<file path="config.mk">
export PLATFORM = sky130hd
export DESIGN_NAME = tga_rle_packet_encoder_unit
export DESIGN_NICKNAME = d
export VERILOG_FILES = /design/src/rtl/tga_rle_pkg.sv /design/src/rtl/tga_rle_ram.sv /design/src/rtl/tga_rle_packet_encoder_unit.sv
export SDC_FILE = /design/constraint.sdc
export NUM_CORES = 2
export LEC_CHECK = 0
export BUFFER_PORTS_ARGS = -buffer_cell sky130_fd_sc_hd__buf_2
export CORE_MARGIN = 2
export CORE_UTILIZATION = 50
export DETAILED_ROUTE_END_ITERATION = 8
export PLACE_DENSITY = 0.68
export SETUP_SLACK_MARGIN = 0.02
export SLEW_MARGIN = 10
export SYNTH_ARGS = -nofsm -noshare
export SYNTH_HDL_FRONTEND = slang
export SYNTH_MEMORY_MAX_BITS = 65536
export SYNTH_SLANG_ARGS = --single-unit
</file>
<file path="constraint.sdc">
create_clock -name i_clk -period 8.7 [get_ports i_clk]
set_input_delay 1.305 -clock i_clk [delete_from_list [all_inputs] [get_ports i_clk]]
set_output_delay 1.305 -clock i_clk [all_outputs]
set_load 0.05 [all_outputs]
</file>
<file path="src/rtl/tga_rle_pkg.sv">
`timescale 1ns / 1ps
// ----------------------------------------------------------------------------
// tga_rle_pkg
// Shared types and constants for the TGA run-length packet encoder.
// ----------------------------------------------------------------------------
package tga_rle_pkg;

    localparam int MAX_PACKET_DEF = 128;
    localparam int PPR_DEF        = 4;

    localparam int PIX_W      = 32;
    localparam int HDR_W      = 8;
    localparam int CNT_W      = 8;   // holds a packet length up to 128
    localparam int BPP_W      = 3;
    localparam int NUM_SLOTS  = 4;
    localparam int SLOT_W     = 3;   // slot count 0..NUM_SLOTS
    localparam int SLOT_IDX_W = 2;

    localparam logic [BPP_W-1:0] BPP_RESET    = 3'd3;
    localparam logic [HDR_W-1:0] HDR_REP_BASE = 8'd128;

    typedef enum logic [1:0] {
        S_IDLE,
        S_PKT,
        S_WR
    } t_state;

    typedef struct packed {
        logic             rep;
        logic [CNT_W-1:0] n;
    } t_pkt;

endpackage

</file>
<file path="src/rtl/tga_rle_ram.sv">
`timescale 1ns / 1ps
// ----------------------------------------------------------------------------
// tga_rle_ram
// Generic single-write, single-read RAM with registered read data.
// ----------------------------------------------------------------------------
module tga_rle_ram #(
    parameter int DATA_W = 32,
    parameter int DEPTH  = 128
) (
    input  logic                     i_clk,
    input  logic                     i_we,
    input  logic [$clog2(DEPTH)-1:0] i_waddr,
    input  logic [DATA_W-1:0]        i_wdata,
    input  logic                     i_re,
    input  logic [$clog2(DEPTH)-1:0] i_raddr,
    output logic [DATA_W-1:0]        o_rdata
);

    logic [DATA_W-1:0] r_mem [DEPTH];
    logic [DATA_W-1:0] r_rdata;

    always_ff @(posedge i_clk) begin
        if (i_we) begin
            r_mem[i_waddr] <= i_wdata;
        end
        if (i_re) begin
            r_rdata <= r_mem[i_raddr];
        end
    end

    assign o_rdata = r_rdata;

endmodule

</file>
<file path="src/rtl/tga_rle_packet_encoder_unit.sv">
`timescale 1ns / 1ps
// A closed repeat packet goes from S_PKT into the output register once that is free.
// A raw result of k pixels takes one RAM read per pixel, then loads the output register.
// Throughput: one pixel per cycle while no packet drains; the input stalls during the drain
// of any packet a pixel closes (single read port of the pixel RAM sets the raw drain rate).
// Reset (synchronous, active low) clears control state; the pixel RAM is not cleared.
// ----------------------------------------------------------------------------
// tga_rle_packet_encoder_unit
// TGA run-length packet encoder: repeat/raw packets, header in first result.
// ----------------------------------------------------------------------------
module tga_rle_packet_encoder_unit #(
    parameter int MAX_PACKET        = tga_rle_pkg::MAX_PACKET_DEF,
    parameter int PIXELS_PER_RESULT = tga_rle_pkg::PPR_DEF
) (
    input  logic                           i_clk,
    input  logic                           i_rst_n,
    input  logic                           i_cfg_valid,
    output logic                           o_cfg_ready,
    input  logic [tga_rle_pkg::BPP_W-1:0]  i_bytes_per_pixel,
    input  logic                           i_in_valid,
    output logic                           o_in_stall,
    input  logic [tga_rle_pkg::PIX_W-1:0]  i_pixel,
    input  logic                           i_line_end,
    output logic                           o_out_valid,
    input  logic                           i_out_stall,
    output logic                           o_has_header,
    output logic [tga_rle_pkg::HDR_W-1:0]  o_header_byte,
    output logic [tga_rle_pkg::SLOT_W-1:0] o_pixel_count,
    output logic [tga_rle_pkg::PIX_W-1:0]  o_pixel_a,
    output logic [tga_rle_pkg::PIX_W-1:0]  o_pixel_b,
    output logic [tga_rle_pkg::PIX_W-1:0]  o_pixel_c,
    output logic [tga_rle_pkg::PIX_W-1:0]  o_pixel_d,
    output logic                           o_burst_last
);
    import tga_rle_pkg::*;

    localparam int ADDR_W = $clog2(MAX_PACKET);
    localparam logic [CNT_W-1:0]  MAX_N = CNT_W'(MAX_PACKET);
    localparam logic [SLOT_W-1:0] PPR_N = SLOT_W'(PIXELS_PER_RESULT);

    // control / state registers
    t_state              r_state, n_state;
    logic [BPP_W-1:0]    r_bpp;
    logic [PIX_W-1:0]    r_held;
    logic                r_line_start;
    logic [CNT_W-1:0]    r_raw_len;
    logic [CNT_W-1:0]    r_rep_len;
    logic [PIX_W-1:0]    r_rep_px;
    t_pkt                r_cur, n_cur;
    t_pkt                r_p2, n_p2;
    logic                r_p2_v, n_p2_v;
    logic                r_w2_v, n_w2_v;
    logic [ADDR_W-1:0]   r_w2_addr, n_w2_addr;
    logic [CNT_W-1:0]    r_base, n_base;
    logic [SLOT_W-1:0]   r_issued, n_issued;
    logic [SLOT_W-1:0]   r_slot, n_slot;
    logic                r_rd_pend;
    logic [PIX_W-1:0]    r_slot_px [NUM_SLOTS];

    // output register
    logic                r_out_valid;
    logic                r_o_has_header;
    logic [HDR_W-1:0]    r_o_header;
    logic [SLOT_W-1:0]   r_o_count;
    logic [PIX_W-1:0]    r_o_px [NUM_SLOTS];
    logic                r_o_last;

    // per-item decision
    logic [PIX_W-1:0]    mask;
    logic [PIX_W-1:0]    pm;
    logic                eq;
    logic [CNT_W-1:0]    rep_inc, raw_inc;
    logic [PIX_W-1:0]    d_held;
    logic                d_ls;
    logic [CNT_W-1:0]    d_raw, d_rep;
    logic                d_w1;
    logic                d_p1_v, d_p2_v, d_w2_v;
    t_pkt                d_p1, d_p2;
    logic [ADDR_W-1:0]   d_w2_addr;

    // drain control
    logic                in_acc;
    logic [CNT_W-1:0]    rem;
    logic [SLOT_W-1:0]   k_cur;
    logic                pkt_last;
    logic                rd_en;
    logic                out_free;
    logic                emit;
    logic                done_pkt;
    logic                more;
    logic [HDR_W-1:0]    hdr;

    // RAM ports
    logic                ram_we;
    logic [ADDR_W-1:0]   ram_waddr;
    logic [PIX_W-1:0]    ram_wdata;
    logic [ADDR_W-1:0]   ram_raddr;
    logic [PIX_W-1:0]    ram_rdata;

    tga_rle_ram #(
        .DATA_W (PIX_W),
        .DEPTH  (MAX_PACKET)
    ) u_store (
        .i_clk   (i_clk),
        .i_we    (ram_we),
        .i_waddr (ram_waddr),
        .i_wdata (ram_wdata),
        .i_re    (rd_en),
        .i_raddr (ram_raddr),
        .o_rdata (ram_rdata)
    );

    assign o_cfg_ready = 1'b1;
    assign o_in_stall  = (r_state != S_IDLE);
    assign in_acc      = i_in_valid && (r_state == S_IDLE);

    always_comb begin
        case (r_bpp) inside
            3'd0, 3'd1: mask = 32'h0000_00FF;
            3'd2:       mask = 32'h0000_FFFF;
            3'd3:       mask = 32'h00FF_FFFF;
            default:    mask = 32'hFFFF_FFFF;
        endcase
    end

    assign pm      = i_pixel & mask;
    assign eq      = (pm == r_held);
    assign rep_inc = r_rep_len + CNT_W'(1);
    assign raw_inc = r_raw_len + CNT_W'(1);

    // What one pixel does: up to two packets, up to two RAM writes.
    always_comb begin
        d_held    = r_held;
        d_ls      = r_line_start;
        d_raw     = r_raw_len;
        d_rep     = r_rep_len;
        d_w1      = 1'b0;
        d_p1_v    = 1'b0;
        d_p1      = '0;
        d_p2_v    = 1'b0;
        d_p2      = '0;
        d_w2_v    = 1'b0;
        d_w2_addr = '0;
        if (r_line_start) begin
            d_held = pm;
            d_raw  = '0;
            d_rep  = '0;
            d_ls   = 1'b0;
        end else if (r_rep_len != '0) begin
            if (eq) begin
                d_rep = rep_inc;
                if (rep_inc >= MAX_N) begin
                    d_p1_v = 1'b1;
                    d_p1   = '{rep: 1'b1, n: rep_inc};
                    d_rep  = '0;
                    d_ls   = 1'b1;
                end
            end else begin
                d_p1_v = 1'b1;
                d_p1   = '{rep: 1'b1, n: r_rep_len};
                d_rep  = '0;
                d_held = pm;
            end
        end else begin
            if (eq) begin
                if (r_raw_len != '0) begin
                    d_p1_v = 1'b1;
                    d_p1   = '{rep: 1'b0, n: r_raw_len};
                end
                d_raw = '0;
                d_rep = CNT_W'(2);
                if (MAX_N <= CNT_W'(2)) begin
                    d_p2_v = 1'b1;
                    d_p2   = '{rep: 1'b1, n: CNT_W'(2)};
                    d_rep  = '0;
                    d_ls   = 1'b1;
                end
            end else begin
                d_w1   = 1'b1;
                d_raw  = raw_inc;
                d_held = pm;
                if (raw_inc >= MAX_N) begin
                    d_p1_v = 1'b1;
                    d_p1   = '{rep: 1'b0, n: raw_inc};
                    d_raw  = '0;
                end
            end
        end
        // end of line flushes whatever is open
        if (i_line_end && !d_ls) begin
            if (d_rep != '0) begin
                d_p2_v = 1'b1;
                d_p2   = '{rep: 1'b1, n: d_rep};
            end else begin
                d_w2_v    = 1'b1;
                d_w2_addr = ADDR_W'(d_raw);
                d_p2_v    = 1'b1;
                d_p2      = '{rep: 1'b0, n: d_raw + CNT_W'(1)};
            end
            d_raw = '0;
            d_rep = '0;
            d_ls  = 1'b1;
        end
    end

    // drain of the current packet
    assign rem       = r_cur.n - r_base;
    assign k_cur     = (rem > CNT_W'(PPR_N)) ? PPR_N : rem[SLOT_W-1:0];
    assign pkt_last  = (rem <= CNT_W'(PPR_N));
    assign rd_en     = (r_state == S_PKT) && !r_cur.rep && (r_issued < k_cur);
    assign ram_raddr = ADDR_W'(r_base + CNT_W'(r_issued));
    assign out_free  = !r_out_valid || !i_out_stall;
    assign emit      = (r_state == S_PKT) && out_free && (r_cur.rep || (r_slot == k_cur));
    assign done_pkt  = emit && (r_cur.rep || pkt_last);
    assign more      = r_w2_v || r_p2_v;
    assign hdr       = r_cur.rep ? (HDR_REP_BASE + HDR_W'(r_cur.n) - 8'd1)
                                 : (HDR_W'(r_cur.n) - 8'd1);

    always_comb begin
        n_state   = r_state;
        n_cur     = r_cur;
        n_p2      = r_p2;
        n_p2_v    = r_p2_v;
        n_w2_v    = r_w2_v;
        n_w2_addr = r_w2_addr;
        n_base    = r_base;
        n_issued  = r_issued;
        n_slot    = r_slot;
        ram_we    = 1'b0;
        ram_waddr = ADDR_W'(r_raw_len);
        ram_wdata = r_held;
        case (r_state)
            S_IDLE: begin
                if (in_acc) begin
                    ram_we    = d_w1;
                    n_w2_v    = d_w2_v;
                    n_w2_addr = d_w2_addr;
                    n_base    = '0;
                    n_issued  = '0;
                    n_slot    = '0;
                    if (d_p1_v) begin
                        n_cur   = d_p1;
                        n_p2    = d_p2;
                        n_p2_v  = d_p2_v;
                        n_state = S_PKT;
                    end else if (d_w2_v) begin
                        n_p2    = d_p2;
                        n_p2_v  = d_p2_v;
                        n_state = S_WR;
                    end else if (d_p2_v) begin
                        n_cur   = d_p2;
                        n_p2_v  = 1'b0;
                        n_state = S_PKT;
                    end
                end
            end
            S_PKT: begin
                if (rd_en) begin
                    n_issued = r_issued + SLOT_W'(1);
                end
                if (r_rd_pend) begin
                    n_slot = r_slot + SLOT_W'(1);
                end
                if (emit) begin
                    n_base   = r_base + CNT_W'(k_cur);
                    n_issued = '0;
                    n_slot   = '0;
                    if (done_pkt) begin
                        n_base = '0;
                        if (r_w2_v) begin
                            n_state = S_WR;
                        end else if (r_p2_v) begin
                            n_cur  = r_p2;
                            n_p2_v = 1'b0;
                        end else begin
                            n_state = S_IDLE;
                        end
                    end
                end
            end
            S_WR: begin
                // last pixel of the line goes to the store before its raw drain
                ram_we    = 1'b1;
                ram_waddr = r_w2_addr;
                n_w2_v    = 1'b0;
                n_cur     = r_p2;
                n_p2_v    = 1'b0;
                n_base    = '0;
                n_issued  = '0;
                n_slot    = '0;
                n_state   = S_PKT;
            end
            default: begin
                n_state = S_IDLE;
            end
        endcase
    end

    always_ff @(posedge i_clk) begin
        if (!i_rst_n) begin
            r_state      <= S_IDLE;
            r_bpp        <= BPP_RESET;
            r_held       <= '0;
            r_line_start <= 1'b1;
            r_raw_len    <= '0;
            r_rep_len    <= '0;
            r_cur        <= '0;
            r_p2         <= '0;
            r_p2_v       <= 1'b0;
            r_w2_v       <= 1'b0;
            r_w2_addr    <= '0;
            r_base       <= '0;
            r_issued     <= '0;
            r_slot       <= '0;
            r_rd_pend    <= 1'b0;
            r_out_valid  <= 1'b0;
        end else begin
            r_state   <= n_state;
            r_cur     <= n_cur;
            r_p2      <= n_p2;
            r_p2_v    <= n_p2_v;
            r_w2_v    <= n_w2_v;
            r_w2_addr <= n_w2_addr;
            r_base    <= n_base;
            r_issued  <= n_issued;
            r_slot    <= n_slot;
            r_rd_pend <= rd_en;
            if (i_cfg_valid) begin
                r_bpp <= i_bytes_per_pixel;
            end
            if (in_acc) begin
                r_held       <= d_held;
                r_line_start <= d_ls;
                r_raw_len    <= d_raw;
                r_rep_len    <= d_rep;
            end
            if (emit) begin
                r_out_valid <= 1'b1;
            end else if (!i_out_stall) begin
                r_out_valid <= 1'b0;
            end
        end
    end

    // payload registers
    always_ff @(posedge i_clk) begin
        if (in_acc) begin
            r_rep_px <= r_held;
        end
        if (r_rd_pend) begin
            r_slot_px[r_slot[SLOT_IDX_W-1:0]] <= ram_rdata;
        end
        if (emit) begin
            r_o_has_header <= r_cur.rep || (r_base == '0);
            r_o_header     <= (r_cur.rep || (r_base == '0)) ? hdr : '0;
            r_o_count      <= r_cur.rep ? SLOT_W'(1) : k_cur;
            r_o_last       <= done_pkt && !more;
            for (int i = 0; i < NUM_SLOTS; i++) begin
                if (r_cur.rep) begin
                    r_o_px[i] <= (i == 0) ? r_rep_px : '0;
                end else begin
                    r_o_px[i] <= (SLOT_W'(i) < k_cur) ? r_slot_px[i] : '0;
                end
            end
        end
    end

    assign o_out_valid   = r_out_valid;
    assign o_has_header  = r_o_has_header;
    assign o_header_byte = r_o_header;
    assign o_pixel_count = r_o_count;
    assign o_pixel_a     = r_o_px[0];
    assign o_pixel_b     = r_o_px[1];
    assign o_pixel_c     = r_o_px[2];
    assign o_pixel_d     = r_o_px[3];
    assign o_burst_last  = r_o_last;

`ifndef SYNTHESIS
    a_no_write_in_drain: assert property (@(posedge i_clk) disable iff (!i_rst_n)
        (r_state == S_PKT) |-> !ram_we)
        else $error("pixel store written during packet drain");

    a_len_bound: assert property (@(posedge i_clk) disable iff (!i_rst_n)
        (r_raw_len < MAX_N) && (r_rep_len < MAX_N))
        else $error("run length reached packet limit without flush");

    a_line_start_clear: assert property (@(posedge i_clk) disable iff (!i_rst_n)
        r_line_start |-> ((r_raw_len == '0) && (r_rep_len == '0)))
        else $error("open run while no pixel pending");

    a_capture_bound: assert property (@(posedge i_clk) disable iff (!i_rst_n)
        r_rd_pend |-> (r_slot < k_cur))
        else $error("read beat captured past result size");
`endif

endmodule
</file>
==> results.cfg <==
[die]
die_x_um = 593.4
io_pins = 185
die-area_um2 = 352100
die_y_um = 593.4
start_util = 0.5021
fp-row-count = 216
fp.coreArea_um2 = 345900

[logic_synthesis]
ys_seq_elements = 4526
synth_top_cell_by_area = edfxtp_1
netlist-cell-type-count = 91
syn_nets = 7529
netlist_top_cells_area = edfxtp_1 (77%), mux4_2 (17%), dfxtp_1 (1.1%)
synth_edf_count = 4429
synth_flop_cell = edfxtp_1
synth_seq_area_share = 0.7768
netlist_instances = 7456
yosysWarnings = 0
syn_area_um2 = 173700
synth_area_per_cell_um2 = 23.30
synth_async_sr_flop_share = 0
netlist.area_leader.share = 0.7657

[cts]
hold_buffers = 0
clk_pin_slew_ns = 0.07
cts_tree = built
cts_root_buf = clkbuf_16
cts_resized = 0
cts_buffers = 426
post_cts_buffers = 0
htree_levels = 5
clkLatencyLatePin_ns = 0.98
cts_buffer_depth = 4
cts.sinks = 4526

[critical_path]
end_kind = register
cp-start-kind = register
reg2reg_slack_ns = 2.92
crit_type = register to register
worst-path-max-fanout = 51
cp_data_arrival_time_ns = 6.43
worstPathRequired_ns = 9.35

[timing]
finalCritPeriodShare = 0.6647
setup_viol_count_final = 0
tightest_slew_ns = 1.307
relSlewSlack = 0.1290
finalMaxSlewViolations = 0
period_needed_ns = 5.783
fin_tns_setup_ns = 0
skew_ns = 0.06062
fmax_mhz = 172.9
hold_viol = 0
rsz0062_at_grt = no

[detailed_routing]
first_iter_violations = 13390
via_per_inst = 6.507
drc = 0
wl_per_cell_um = 35.11
dr_total_vias = 83115
antenna_left = 0
wirelength_mm = 448.5
drt-pass1-iter-count = 6

[power]
cellPowerDensity_nw_per_um2 = 265.3
leakagePower_uw = 0.06038
p_total_uw = 51940
ir_worst_vdd_mv = 0.4823

[placed_design]
io_buffer_count = 183
globalplace.congestion = 0.9085
hpwl_mm = 269.2

[grt]
gr-total-overflow = 0
grt_max_degree = 131
grt_pass1_vias = 79137
grt.total_usage = 0.2521
antenna_found_initial = 35
grt_pass1_wl_mm = 624.9

[final_layout]
layout-drive-gt1-share = 0.3123
final_core_util = 0.5660
fin_nets = 7887
area_growth_pct = 12.72

[hold_path]
hold_path.class = register to register

[job]
maxCapViolations = 0

[outcome]
status = finished clean
-- path summary, 6_finish.rpt --
check                    start              endpoint  depth (start not counted)
hold / removal    r_w2_addr[0]          r_w2_addr[0]                          2
setup reg to reg    r_held[26]  u_store.r_mem[26][6]                         11
hold reg to reg   r_w2_addr[0]          r_w2_addr[0]                          2
setup / recovery    r_held[26]  u_store.r_mem[26][6]                         11
-- layout make-up --
type	count	area [um^2]
repair buffers	330	2352
clock inverters	282	3080
inverters	73	274.0
well taps	4578	5728
multi-input cells	2457	38130
flip-flops and latches	4526	135100
diodes	24	60.06
clock buffers	504	11120
fillers	24483	150100
-- metal layers --
layer | GRT usage | part of all wire
met3 | 0.06657 | 0.13
met4 | 0.06849 | 0.029
met2 | 0.3571 | 0.44
met5 | 0 | 0.000058
met1 | 0.3902 | 0.41
-- critical path: stages, from the launching register on --
cell,delay [ns]
dfxtp_4,0.78
buf_4,0.71
nand2b_1,0.11
o2111ai_1,0.12
a2111oi_0,0.09
and4bb_2,0.30
nand4_1,0.11
buf_4,0.29
a31o_2,0.54
nand3_4,0.84
nor2_4,1.08
buf_4,0.33
-- placed cells by master (no fill, tap or decap), types with 24 or more instances in the layout --
cell type,Yosys,layout
nand3_1,104,96
nand2_1,141,141
nor2_4,0,129
dfxtp_1,97,65
bufinv_16,0,59
clkinv_1,1,87
clkbuf_16,0,433
buf_12,0,25
a21oi_1,80,78
and2_1,45,45
xnor2_1,34,29
ha_1,29,28
buf_2,41,183
and3_1,75,75
diode_2,0,24
inv_1,71,70
mux4_2,1344,1344
dfxtp_4,0,32
buf_4,5,121
clkinvlp_4,0,29
mux2_2,32,32
edfxtp_1,4429,4429
o21ai_0,64,57
clkbuf_1,295,69
clkinv_2,0,79
nor2_1,221,91
-- registers in the layout, indices dropped and copies added, names as in the netlist, 7 cells and up --
register and cells:
o_header_byte 8, r_base 8, r_cur 9, r_held 32, r_o_px 128, r_p2 9
r_raw_len 8, r_rep_len 8, r_rep_px 32, r_slot_px 128, r_w2_addr 7, u_store.o_rdata 32
u_store.r_mem 4096
-- Yosys cell counts, types with 11 or more instances --
library cell	number
a211oi_1	13
a21oi_1	80
a31oi_1	11
and2_1	45
and3_1	75
buf_1	58
buf_2	41
clkbuf_1	295
dfxtp_1	97
edfxtp_1	4429
ha_1	29
inv_1	71
mux2_2	32
mux2i_1	17
mux4_2	1344
nand2_1	141
nand2b_1	16
nand3_1	104
nand4_1	11
nor2_1	221
nor2b_1	13
nor3_1	19
o21ai_0	64
o21ai_1	11
o31ai_1	11
xnor2_1	34
xor2_1	15
-- where the power goes --
part	total (uW)	switching, uW	internal [uW]
sequential	25900	696	25200
combinational	7070	5040	2030
clock	18900	8040	10900
total	51900	13800	38200
-- metrics by stage --
| stage | instances | hold slack, ns | instance area [um^2] | worst slack [ns] |
|---|---|---|---|---|
| after floorplan | 7456 | 0.4322 | 173700 | 0.2653 |
| after detailed placement | 11963 | 0.4545 | 181500 | 2.878 |
| after global placement | 11962 | 0.4523 | 181500 | 2.890 |
| after CTS | 12749 | 0.4632 | 195700 | 2.917 |
| after global routing | 12751 | 0.4843 | 195700 | 2.716 |
| final | 12774 | 0.4574 | 195800 | 2.917 |
-- logic make-up after synthesis --
| group | Yosys count | synth area share |
|---|---|---|
| flip-flops | 4526 | 0.7768 |
| multiplexers | 1393 | 0.1773 |
| AND/OR/NAND/NOR | 693 | 0.01940 |
| buffers and inverters | 473 | 0.01063 |
| AO/OA/AOI/OAI | 288 | 0.01081 |
| XOR/XNOR | 50 | 0.002564 |
| adder cells (fa/ha/maj) | 32 | 0.002435 |
| other | 1 | 0.00002159 |
(Power assumes the default switching activity.)
